--- config.mk ---
export PLATFORM = sky130hd
export DESIGN_NAME = lexeme_token_classifier_flat
export DESIGN_NICKNAME = d
export VERILOG_FILES = /design/src/rtl/ltc_pkg.sv /design/src/rtl/ltc_char_if.sv /design/src/rtl/ltc_result_if.sv /design/src/rtl/lexeme_token_classifier.sv /design/src/flat_wrapper.sv
export SDC_FILE = /design/constraint.sdc
export NUM_CORES = 1
export LEC_CHECK = 0
export BUFFER_PORTS_ARGS = -buffer_cell sky130_fd_sc_hd__buf_4
export CORE_ASPECT_RATIO = 1.2
export CORE_MARGIN = 1.5
export CORE_UTILIZATION = 29
export DETAILED_ROUTE_END_ITERATION = 16
export MAX_ROUTING_LAYER = met4
export PLACE_DENSITY = 0.44
export SLEW_MARGIN = 20
export SYNTH_ARGS = -nofsm -noshare
export SYNTH_HDL_FRONTEND = slang
export SYNTH_SLANG_ARGS = --single-unit
--- constraint.sdc ---
create_clock -name clk -period 6.9 [get_ports clk]
set_clock_uncertainty 0.15 [all_clocks]
set_input_delay 0.69 -clock clk [delete_from_list [all_inputs] [get_ports clk]]
set_output_delay 0.69 -clock clk [all_outputs]
set_load 0.02 [all_outputs]
--- src/rtl/ltc_pkg.sv ---
package ltc_pkg;

  // default longest lexeme that can still match a table word
  localparam int MAX_MATCH_LEN_DEF = 6;

  // longest word in any match table
  localparam int WORD_MAX = 6;
  localparam int WORD_LEN_W = 3;

  localparam int NUM_KEYWORDS = 7;
  localparam int NUM_OPERATORS = 11;
  localparam int NUM_PUNCTS = 8;

  localparam logic [7:0] CH_QUOTE  = 8'h22;
  localparam logic [7:0] CH_BSLASH = 8'h5C;
  localparam logic [7:0] CH_DOT    = 8'h2E;
  localparam logic [7:0] CH_USCORE = 8'h5F;
  localparam logic [7:0] CH_NUL    = 8'h00;

  typedef struct packed {
    logic [WORD_LEN_W-1:0]     len;
    logic [0:WORD_MAX-1][7:0]  chars;
  } word_t;

  typedef struct packed {
    logic [7:0] char_code;
    logic       is_last;
  } char_item_t;

  typedef struct packed {
    logic       is_identifier;
    logic       is_number;
    logic       is_string;
    logic [2:0] keyword_code;
    logic [3:0] operator_code;
    logic [3:0] punctuator_code;
  } result_item_t;

  localparam word_t KEYWORDS [NUM_KEYWORDS] = '{
    '{len: 3'd3, chars: {"i", "n", "t", CH_NUL, CH_NUL, CH_NUL}},
    '{len: 3'd4, chars: {"m", "a", "i", "n", CH_NUL, CH_NUL}},
    '{len: 3'd4, chars: {"c", "h", "a", "r", CH_NUL, CH_NUL}},
    '{len: 3'd3, chars: {"f", "o", "r", CH_NUL, CH_NUL, CH_NUL}},
    '{len: 3'd2, chars: {"i", "f", CH_NUL, CH_NUL, CH_NUL, CH_NUL}},
    '{len: 3'd4, chars: {"e", "l", "s", "e", CH_NUL, CH_NUL}},
    '{len: 3'd6, chars: {"r", "e", "t", "u", "r", "n"}}
  };

  localparam word_t OPERATORS [NUM_OPERATORS] = '{
    '{len: 3'd1, chars: {"=", CH_NUL, CH_NUL, CH_NUL, CH_NUL, CH_NUL}},
    '{len: 3'd2, chars: {"=", "=", CH_NUL, CH_NUL, CH_NUL, CH_NUL}},
    '{len: 3'd2, chars: {"!", "=", CH_NUL, CH_NUL, CH_NUL, CH_NUL}},
    '{len: 3'd2, chars: {">", "=", CH_NUL, CH_NUL, CH_NUL, CH_NUL}},
    '{len: 3'd2, chars: {"<", "=", CH_NUL, CH_NUL, CH_NUL, CH_NUL}},
    '{len: 3'd1, chars: {">", CH_NUL, CH_NUL, CH_NUL, CH_NUL, CH_NUL}},
    '{len: 3'd1, chars: {"<", CH_NUL, CH_NUL, CH_NUL, CH_NUL, CH_NUL}},
    '{len: 3'd1, chars: {"+", CH_NUL, CH_NUL, CH_NUL, CH_NUL, CH_NUL}},
    '{len: 3'd1, chars: {"-", CH_NUL, CH_NUL, CH_NUL, CH_NUL, CH_NUL}},
    '{len: 3'd1, chars: {"*", CH_NUL, CH_NUL, CH_NUL, CH_NUL, CH_NUL}},
    '{len: 3'd1, chars: {"/", CH_NUL, CH_NUL, CH_NUL, CH_NUL, CH_NUL}}
  };

  localparam word_t PUNCTS [NUM_PUNCTS] = '{
    '{len: 3'd1, chars: {"{", CH_NUL, CH_NUL, CH_NUL, CH_NUL, CH_NUL}},
    '{len: 3'd1, chars: {"}", CH_NUL, CH_NUL, CH_NUL, CH_NUL, CH_NUL}},
    '{len: 3'd1, chars: {",", CH_NUL, CH_NUL, CH_NUL, CH_NUL, CH_NUL}},
    '{len: 3'd1, chars: {";", CH_NUL, CH_NUL, CH_NUL, CH_NUL, CH_NUL}},
    '{len: 3'd1, chars: {"(", CH_NUL, CH_NUL, CH_NUL, CH_NUL, CH_NUL}},
    '{len: 3'd1, chars: {")", CH_NUL, CH_NUL, CH_NUL, CH_NUL, CH_NUL}},
    '{len: 3'd1, chars: {"[", CH_NUL, CH_NUL, CH_NUL, CH_NUL, CH_NUL}},
    '{len: 3'd1, chars: {"]", CH_NUL, CH_NUL, CH_NUL, CH_NUL, CH_NUL}}
  };

endpackage

--- src/rtl/ltc_char_if.sv ---
interface ltc_char_if;
  logic                   valid;
  logic                   ready;
  ltc_pkg::char_item_t    data;

  modport source (output valid, output data, input ready);
  modport sink (input valid, input data, output ready);
endinterface

--- src/rtl/ltc_result_if.sv ---
interface ltc_result_if;
  logic                   valid;
  logic                   ready;
  ltc_pkg::result_item_t  data;

  modport source (output valid, output data, input ready);
  modport sink (input valid, input data, output ready);
endinterface

--- src/rtl/lexeme_token_classifier.sv ---
// a closing character is staged in the input register, then its result in the result register
// throughput: one character per cycle; the input register and the result register
// are the only stages, so a result waiting downstream stalls only a closing character
// reset: synchronous active-high rst clears both valid flags and resets the running
// lexeme flags and count; the prefix buffer holds no reset and is only read where written
module lexeme_token_classifier #(
  parameter int MAX_MATCH_LEN = ltc_pkg::MAX_MATCH_LEN_DEF
) (
  input  logic                clk,
  input  logic                rst,
  ltc_char_if.sink            char_in,
  ltc_result_if.source        result_out
);

  // count saturates at MAX_MATCH_LEN + 1 so that longer lexemes never match
  localparam int COUNT_CAP = MAX_MATCH_LEN + 1;
  localparam int COUNT_W = $clog2(COUNT_CAP + 1);

  // input stage
  logic                     s1_valid;
  ltc_pkg::char_item_t      s1_item;
  logic                     s1_adv;

  // running lexeme state
  logic                     ident_ok, ident_ok_next;
  logic                     number_ok, number_ok_next;
  logic                     dot_seen, dot_seen_next;
  logic                     string_ok, string_ok_next;
  logic                     escape_pending, escape_pending_next;
  logic [COUNT_W-1:0]       char_count, char_count_next;
  logic [7:0]               prefix_chars [MAX_MATCH_LEN];
  logic [7:0]               prefix_chars_next [MAX_MATCH_LEN];

  // result stage
  logic                     res_valid;
  ltc_pkg::result_item_t    res_item;
  ltc_pkg::result_item_t    res_item_next;

  // character classes of the staged character
  logic [7:0]               ch;
  logic                     first, last;
  logic                     is_digit, is_alpha, is_dot, is_quote;
  logic                     is_str;

  // prefix widened to the longest table word for comparison
  logic [7:0]               match_chars [ltc_pkg::WORD_MAX];
  logic [2:0]               kw_code;
  logic [3:0]               op_code;
  logic [3:0]               pu_code;

  // a closing character must wait for a free result register, others flow on
  assign s1_adv = !s1_item.is_last || !res_valid || result_out.ready;
  assign char_in.ready = !s1_valid || s1_adv;

  assign result_out.valid = res_valid;
  assign result_out.data  = res_item;

  assign ch    = s1_item.char_code;
  assign last  = s1_item.is_last;
  assign first = (char_count == '0);

  assign is_digit = (ch >= "0") && (ch <= "9");
  assign is_alpha = ((ch >= "A") && (ch <= "Z")) || ((ch >= "a") && (ch <= "z"));
  assign is_dot   = (ch == ltc_pkg::CH_DOT);
  assign is_quote = (ch == ltc_pkg::CH_QUOTE);

  // per-character flag updates
  always_comb begin
    if (first) begin
      ident_ok_next = ident_ok && (is_alpha || ch == ltc_pkg::CH_USCORE);
    end else begin
      ident_ok_next = ident_ok && (is_alpha || is_digit || ch == ltc_pkg::CH_USCORE);
    end

    number_ok_next = number_ok && !(first && !is_digit) && (is_digit || is_dot)
                     && !(is_dot && dot_seen) && !(last && !is_digit);
    dot_seen_next  = dot_seen || is_dot;

    // the opening quote is checked on the first character, inner quotes
    // only while the lexeme goes on; the closing one is judged below
    string_ok_next      = string_ok;
    escape_pending_next = escape_pending;
    if (first) begin
      string_ok_next = string_ok && is_quote;
    end else if (!last) begin
      if (!escape_pending && is_quote) begin
        string_ok_next = 1'b0;
      end
      escape_pending_next = escape_pending ? 1'b0 : (ch == ltc_pkg::CH_BSLASH);
    end
    is_str = string_ok_next && !first && !escape_pending && is_quote;

    if (char_count < COUNT_W'(COUNT_CAP)) begin
      char_count_next = char_count + COUNT_W'(1);
    end else begin
      char_count_next = char_count;
    end

    // one lane per prefix slot, written when the count points at it
    for (int k = 0; k < MAX_MATCH_LEN; k++) begin
      prefix_chars_next[k] = (char_count == COUNT_W'(k)) ? ch : prefix_chars[k];
    end
  end

  for (genvar k = 0; k < ltc_pkg::WORD_MAX; k++) begin : g_match_chars
    if (k < MAX_MATCH_LEN) begin : g_used
      assign match_chars[k] = prefix_chars_next[k];
    end else begin : g_pad
      assign match_chars[k] = ltc_pkg::CH_NUL;
    end
  end

  // exact-match compare against the constant tables; the lowest index wins
  always_comb begin
    logic hit;
    kw_code = '0;
    op_code = '0;
    pu_code = '0;

    for (int i = ltc_pkg::NUM_KEYWORDS - 1; i >= 0; i--) begin
      hit = (int'(ltc_pkg::KEYWORDS[i].len) <= MAX_MATCH_LEN)
            && (int'(char_count_next) == int'(ltc_pkg::KEYWORDS[i].len));
      for (int k = 0; k < ltc_pkg::WORD_MAX; k++) begin
        if (k < int'(ltc_pkg::KEYWORDS[i].len)) begin
          hit = hit && (match_chars[k] == ltc_pkg::KEYWORDS[i].chars[k]);
        end
      end
      if (hit) begin
        kw_code = 3'(i + 1);
      end
    end

    for (int i = ltc_pkg::NUM_OPERATORS - 1; i >= 0; i--) begin
      hit = (int'(ltc_pkg::OPERATORS[i].len) <= MAX_MATCH_LEN)
            && (int'(char_count_next) == int'(ltc_pkg::OPERATORS[i].len));
      for (int k = 0; k < ltc_pkg::WORD_MAX; k++) begin
        if (k < int'(ltc_pkg::OPERATORS[i].len)) begin
          hit = hit && (match_chars[k] == ltc_pkg::OPERATORS[i].chars[k]);
        end
      end
      if (hit) begin
        op_code = 4'(i + 1);
      end
    end

    for (int i = ltc_pkg::NUM_PUNCTS - 1; i >= 0; i--) begin
      hit = (int'(ltc_pkg::PUNCTS[i].len) <= MAX_MATCH_LEN)
            && (int'(char_count_next) == int'(ltc_pkg::PUNCTS[i].len));
      for (int k = 0; k < ltc_pkg::WORD_MAX; k++) begin
        if (k < int'(ltc_pkg::PUNCTS[i].len)) begin
          hit = hit && (match_chars[k] == ltc_pkg::PUNCTS[i].chars[k]);
        end
      end
      if (hit) begin
        pu_code = 4'(i + 1);
      end
    end
  end

  always_comb begin
    res_item_next.is_identifier   = ident_ok_next;
    res_item_next.is_number       = number_ok_next;
    res_item_next.is_string       = is_str;
    res_item_next.keyword_code    = kw_code;
    res_item_next.operator_code   = op_code;
    res_item_next.punctuator_code = pu_code;
  end

  // input register
  always_ff @(posedge clk) begin
    if (rst) begin
      s1_valid <= 1'b0;
    end else if (char_in.ready) begin
      s1_valid <= char_in.valid;
    end
  end

  always_ff @(posedge clk) begin
    if (char_in.valid && char_in.ready) begin
      s1_item <= char_in.data;
    end
  end

  // lexeme state: a closing character puts everything back to its start value
  always_ff @(posedge clk) begin
    if (rst) begin
      ident_ok       <= 1'b1;
      number_ok      <= 1'b1;
      dot_seen       <= 1'b0;
      string_ok      <= 1'b1;
      escape_pending <= 1'b0;
      char_count     <= '0;
    end else if (s1_valid && s1_adv) begin
      if (last) begin
        ident_ok       <= 1'b1;
        number_ok      <= 1'b1;
        dot_seen       <= 1'b0;
        string_ok      <= 1'b1;
        escape_pending <= 1'b0;
        char_count     <= '0;
      end else begin
        ident_ok       <= ident_ok_next;
        number_ok      <= number_ok_next;
        dot_seen       <= dot_seen_next;
        string_ok      <= string_ok_next;
        escape_pending <= escape_pending_next;
        char_count     <= char_count_next;
      end
    end
  end

  always_ff @(posedge clk) begin
    if (s1_valid && s1_adv) begin
      prefix_chars <= prefix_chars_next;
    end
  end

  // result register
  always_ff @(posedge clk) begin
    if (rst) begin
      res_valid <= 1'b0;
    end else if (s1_valid && s1_adv && last) begin
      res_valid <= 1'b1;
    end else if (result_out.ready) begin
      res_valid <= 1'b0;
    end
  end

  always_ff @(posedge clk) begin
    if (s1_valid && s1_adv && last) begin
      res_item <= res_item_next;
    end
  end

endmodule

--- src/flat_wrapper.sv ---
// flat-port wrapper written by rule: the top's interface ports become plain ports
module lexeme_token_classifier_flat 
#(
  parameter int MAX_MATCH_LEN = ltc_pkg::MAX_MATCH_LEN_DEF
)
  (clk, rst, char_in_valid, char_in_data, char_in_ready, result_out_valid, result_out_data, result_out_ready);
  ltc_char_if char_in_i ();
  ltc_result_if result_out_i ();
  input  logic clk;
  input  logic rst;
  input wire logic [$bits(char_in_i.valid)-1:0] char_in_valid;
  input wire logic [$bits(char_in_i.data)-1:0] char_in_data;
  output wire logic [$bits(char_in_i.ready)-1:0] char_in_ready;
  output wire logic [$bits(result_out_i.valid)-1:0] result_out_valid;
  output wire logic [$bits(result_out_i.data)-1:0] result_out_data;
  input wire logic [$bits(result_out_i.ready)-1:0] result_out_ready;
  assign char_in_i.valid = char_in_valid;
  assign char_in_i.data = char_in_data;
  assign char_in_ready = char_in_i.ready;
  assign result_out_valid = result_out_i.valid;
  assign result_out_data = result_out_i.data;
  assign result_out_i.ready = result_out_ready;
  lexeme_token_classifier #(.MAX_MATCH_LEN(MAX_MATCH_LEN)) u_core (.clk(clk), .rst(rst), .char_in(char_in_i), .result_out(result_out_i));
endmodule
==> summary by stage <==
Yosys
When the netlist entered floorplanning its net count stood at 446. The portion of the post-synthesis area used by sequential elements is 50.8%. The count of flip-flops with a built-in enable after synthesis is 71. The netlist uses 63 different library cells. The area share of the largest cell type after synthesis is 46.5%. The synthesized area per cell is 10.7 um2. The total standard cell area after synthesis is 0.00459 mm2. Sorting the synthesized cells by area gives the leading types as edfxtp_1 46%, mux2_2 9.1%, dfxtp_1 4.4%. The post-synthesis cell count is 428.

Summed over all instances, the cell type with the most area after synthesis is edfxtp_1. The warning count from the yosys run is 0. After synthesis, the share of flip-flops with an asynchronous set or reset is 0%. The synthesis-stage register bit count is 81. By count the netlist is led by 71 x edfxtp_1, 53 x nand2_1, 37 x mux2_2. The library cell with the highest instance count after synthesis is edfxtp_1. The most used flip-flop cell after synthesis is edfxtp_1.

STA
The share of the clock period used by the worst path after layout is 47.7%. The number of hold violations in the final report is 0. The minimum period implied by the final worst setup slack is 3.29 ns. On the final layout, the worst hold slack is 0.320 ns. The slew at the pin closest to its max-slew limit is 0.902 ns. Setup violations remaining at the end of the flow were counted as 0. Headroom to the max-slew limit came out at 39.8%.

Derived from the worst setup path, the maximum achievable clock frequency is 0.304 GHz. Summed over all failing endpoints, the final setup total negative slack is 0 ns. The count of final max-slew check failures is 0.

Setup repair after global routing left no endpoint under its margin.

Clock network
After clock tree synthesis, the repair step resized 0 gates. No sink is reached through more buffers than the 2 on the longest clock path. The root buffer cell chosen for the clock tree is clkbuf_16.

Counting the buffers created by CTS gives 9. The TritonCTS clock tree is done. The post-CTS setup repair buffer count is 0. The number of clock sinks is 81.

The clock input transition at the sequential cells of the worst setup and hold paths is 0.06 ns. The post-cts hold buffer count is 0. The H-tree was split into 3 levels. For the worst-skew pair, the clock arrives at the later sink with an insertion delay of 0.34 ns.

Setup path
The endpoint required time on the critical path is 6.91 ns. The nature of the critical path endpoint is a flip-flop. The worst setup path is of the flip-flop to flip-flop kind.

The data arrival time at the worst-slack endpoint is 3.30 ns. Of all nets on the critical path, the largest fanout is 18. The critical path startpoint category is a flip-flop.

Drt
The routed layout has 3417 vias. The post-detailed-routing wire length is 12.5 mm. The remaining routing DRC violations is 0. The first TritonRoute pass finished after 5 iterations.

The DRC violation total after the first TritonRoute iteration is 232. The residual antenna-violating net count after detailed routing is 0. The wire length on met1 is 5.57 mm. The met3 wire length is 502 um. The post-detailed-route wirelength per cell is 18.9 um. Dividing the detail-routed via count by the number of cells gives 5.19. The topmost layer with routed signal wires is met4.

The met2 wire length is 5.97 mm.

Cells and area
The finished layout holds 659 standard cells, fillers aside. Of the cells placed in the final design, the portion with a size suffix greater than 1 is 21.1%. The count of antenna diodes in the layout is 0. The number of inserted filler cells in the final layout is 1580. Summing all non-filler instances in the final layout gives an area of 0.00523 mm2. The net count of the finished layout is 464. From synthesis to final layout, the design area changed by 14.0%.

Outcome
The flow ran to the end, and the final reports show no timing, DRC or antenna violations.

Global route
The total global routing track utilization is 16.0%. The first global-routing pass estimated 19.7 mm of wire. The maximum number of pins on one net before global-route repair is 51. After global routing the overflow that remains totals 0.

The number of antenna violations at the first check in global routing is 0. The number of global-route vias before repair came to 3344.

Placed design
The number of placed instances, taps included, is 643. The half-perimeter wire length after placement is 8.94 mm. In this run the tool buffered the top-level ports with 28 buffer cells. Once placement finished, the instance area stood at 0.00497 mm2. The final weighted congestion in routability-driven placement is 0.924.

Power and ir drop
IR analysis of the VDD net gives a maximum drop of 0.000105 V. The leakage component of the power is 1.86 nW. Power spread over the standard cell area amounts to 212 mW/mm2.

Min path
The worst hold path class is flip-flop to flip-flop.

Floorplan
The full die area is 0.0166 mm2. The placeable core region is 0.0155 mm2. For this design the top-level I/O count stands at 29.

The chip width is 118 um. The initial cell density of the core is 29.6%. The floorplan has 50 rows. The y dimension of the die is 141 um.

Flow run
The count of max-cap constraint violations is 0.
## final cells by class
cell class | count | area, um2 | share of cell area (%)
Sequential cell | 81 | 2330 | 44.6
Clock buffer | 11 | 233 | 4.45
Timing Repair Buffer | 32 | 240 | 4.59
Inverter | 19 | 72.6 | 1.39
Clock inverter | 5 | 25.0 | 0.478
Tap cell | 208 | 260 | 4.98
Multi-Input combinational cell | 303 | 2070 | 39.5
## kinds of logic after synthesis
| group | Yosys count | synth area share [%] |
|---|---|---|
| AOI/OAI and AO/OA | 70 | 10.2 |
| adders and majority gates | 5 | 1.36 |
| buffers and inverters | 44 | 4.23 |
| DFF | 81 | 50.8 |
| muxes | 54 | 13.0 |
| and+or+nand+nor | 174 | 20.3 |
## path summary, 6_finish.rpt
check / start / endpoint / depth (start not counted) / slack, ns
min reg2reg: u_core.number_ok / u_core.number_ok / 2 / 0.32
min: u_core.number_ok / u_core.number_ok / 2 / 0.32
max: u_core.char_count[2] / u_core.result_out.data[8] / 7 / 3.61
max reg2reg: u_core.char_count[2] / u_core.result_out.data[8] / 7 / 3.61
## critical path: stages, from the launching register on
cell       delay (ns)
dfxtp_1          0.69
inv_1            0.19
ha_1             0.46
o32a_1           0.45
nor4_1           0.42
o2111ai_1        0.19
or4_4            0.47
o311ai_1         0.10
## stage by stage
| stage | setup WS (ns) | util [%] | power [mW] |
|---|---|---|---|
| after floorplan | 4.25 | - | 0.650 |
| after global placement | 3.79 | 32.0 | 0.694 |
| after detailed placement | 3.63 | 32.0 | 0.694 |
| after CTS | 3.61 | 33.7 | 1.12 |
| after global routing | 3.38 | 33.7 | 1.16 |
| final | 3.61 | 33.7 | 1.11 |
## report_power, final
group          switching (mW)  internal (mW)
Combinational          0.0666         0.0405
Sequential             0.0196          0.557
Clock                   0.186          0.241
Total                   0.273          0.838
## sequential cells by signal (all words and copies together) (netlist names)
| name | cells |
|---|---|
| u_core.result_out.data | 14 |
| u_core.dot_seen | 1 |
| u_core.number_ok | 1 |
| u_core.string_ok | 1 |
| u_core.escape_pending | 1 |
| u_core.s1_valid | 1 |
| u_core.prefix_chars | 48 |
| u_core.ident_ok | 1 |
| u_core.char_count | 3 |
| u_core.ch | 8 |
| u_core.last | 1 |
| u_core.result_out.valid | 1 |
## cell usage in the layout, fill, tap and decap left out, types with 10 or more instances in the layout
| master | count |
|---|---|
| buf_4 | 32 |
| nand3_1 | 10 |
| edfxtp_1 | 71 |
| nand2_1 | 53 |
| nor3_1 | 12 |
| inv_1 | 18 |
| mux2i_1 | 14 |
| nor2_1 | 32 |
| o21ai_0 | 20 |
| a21oi_1 | 11 |
| dfxtp_1 | 10 |
| mux2_2 | 37 |
## metal layers
layer	up-vias	global-route usage (%)
li1	1630	-
met2	104	25.2
met5	-	-
met3	29	2.59
met1	1654	20.3
met4	0	7.45
Power figures use the tool's default switching activity.
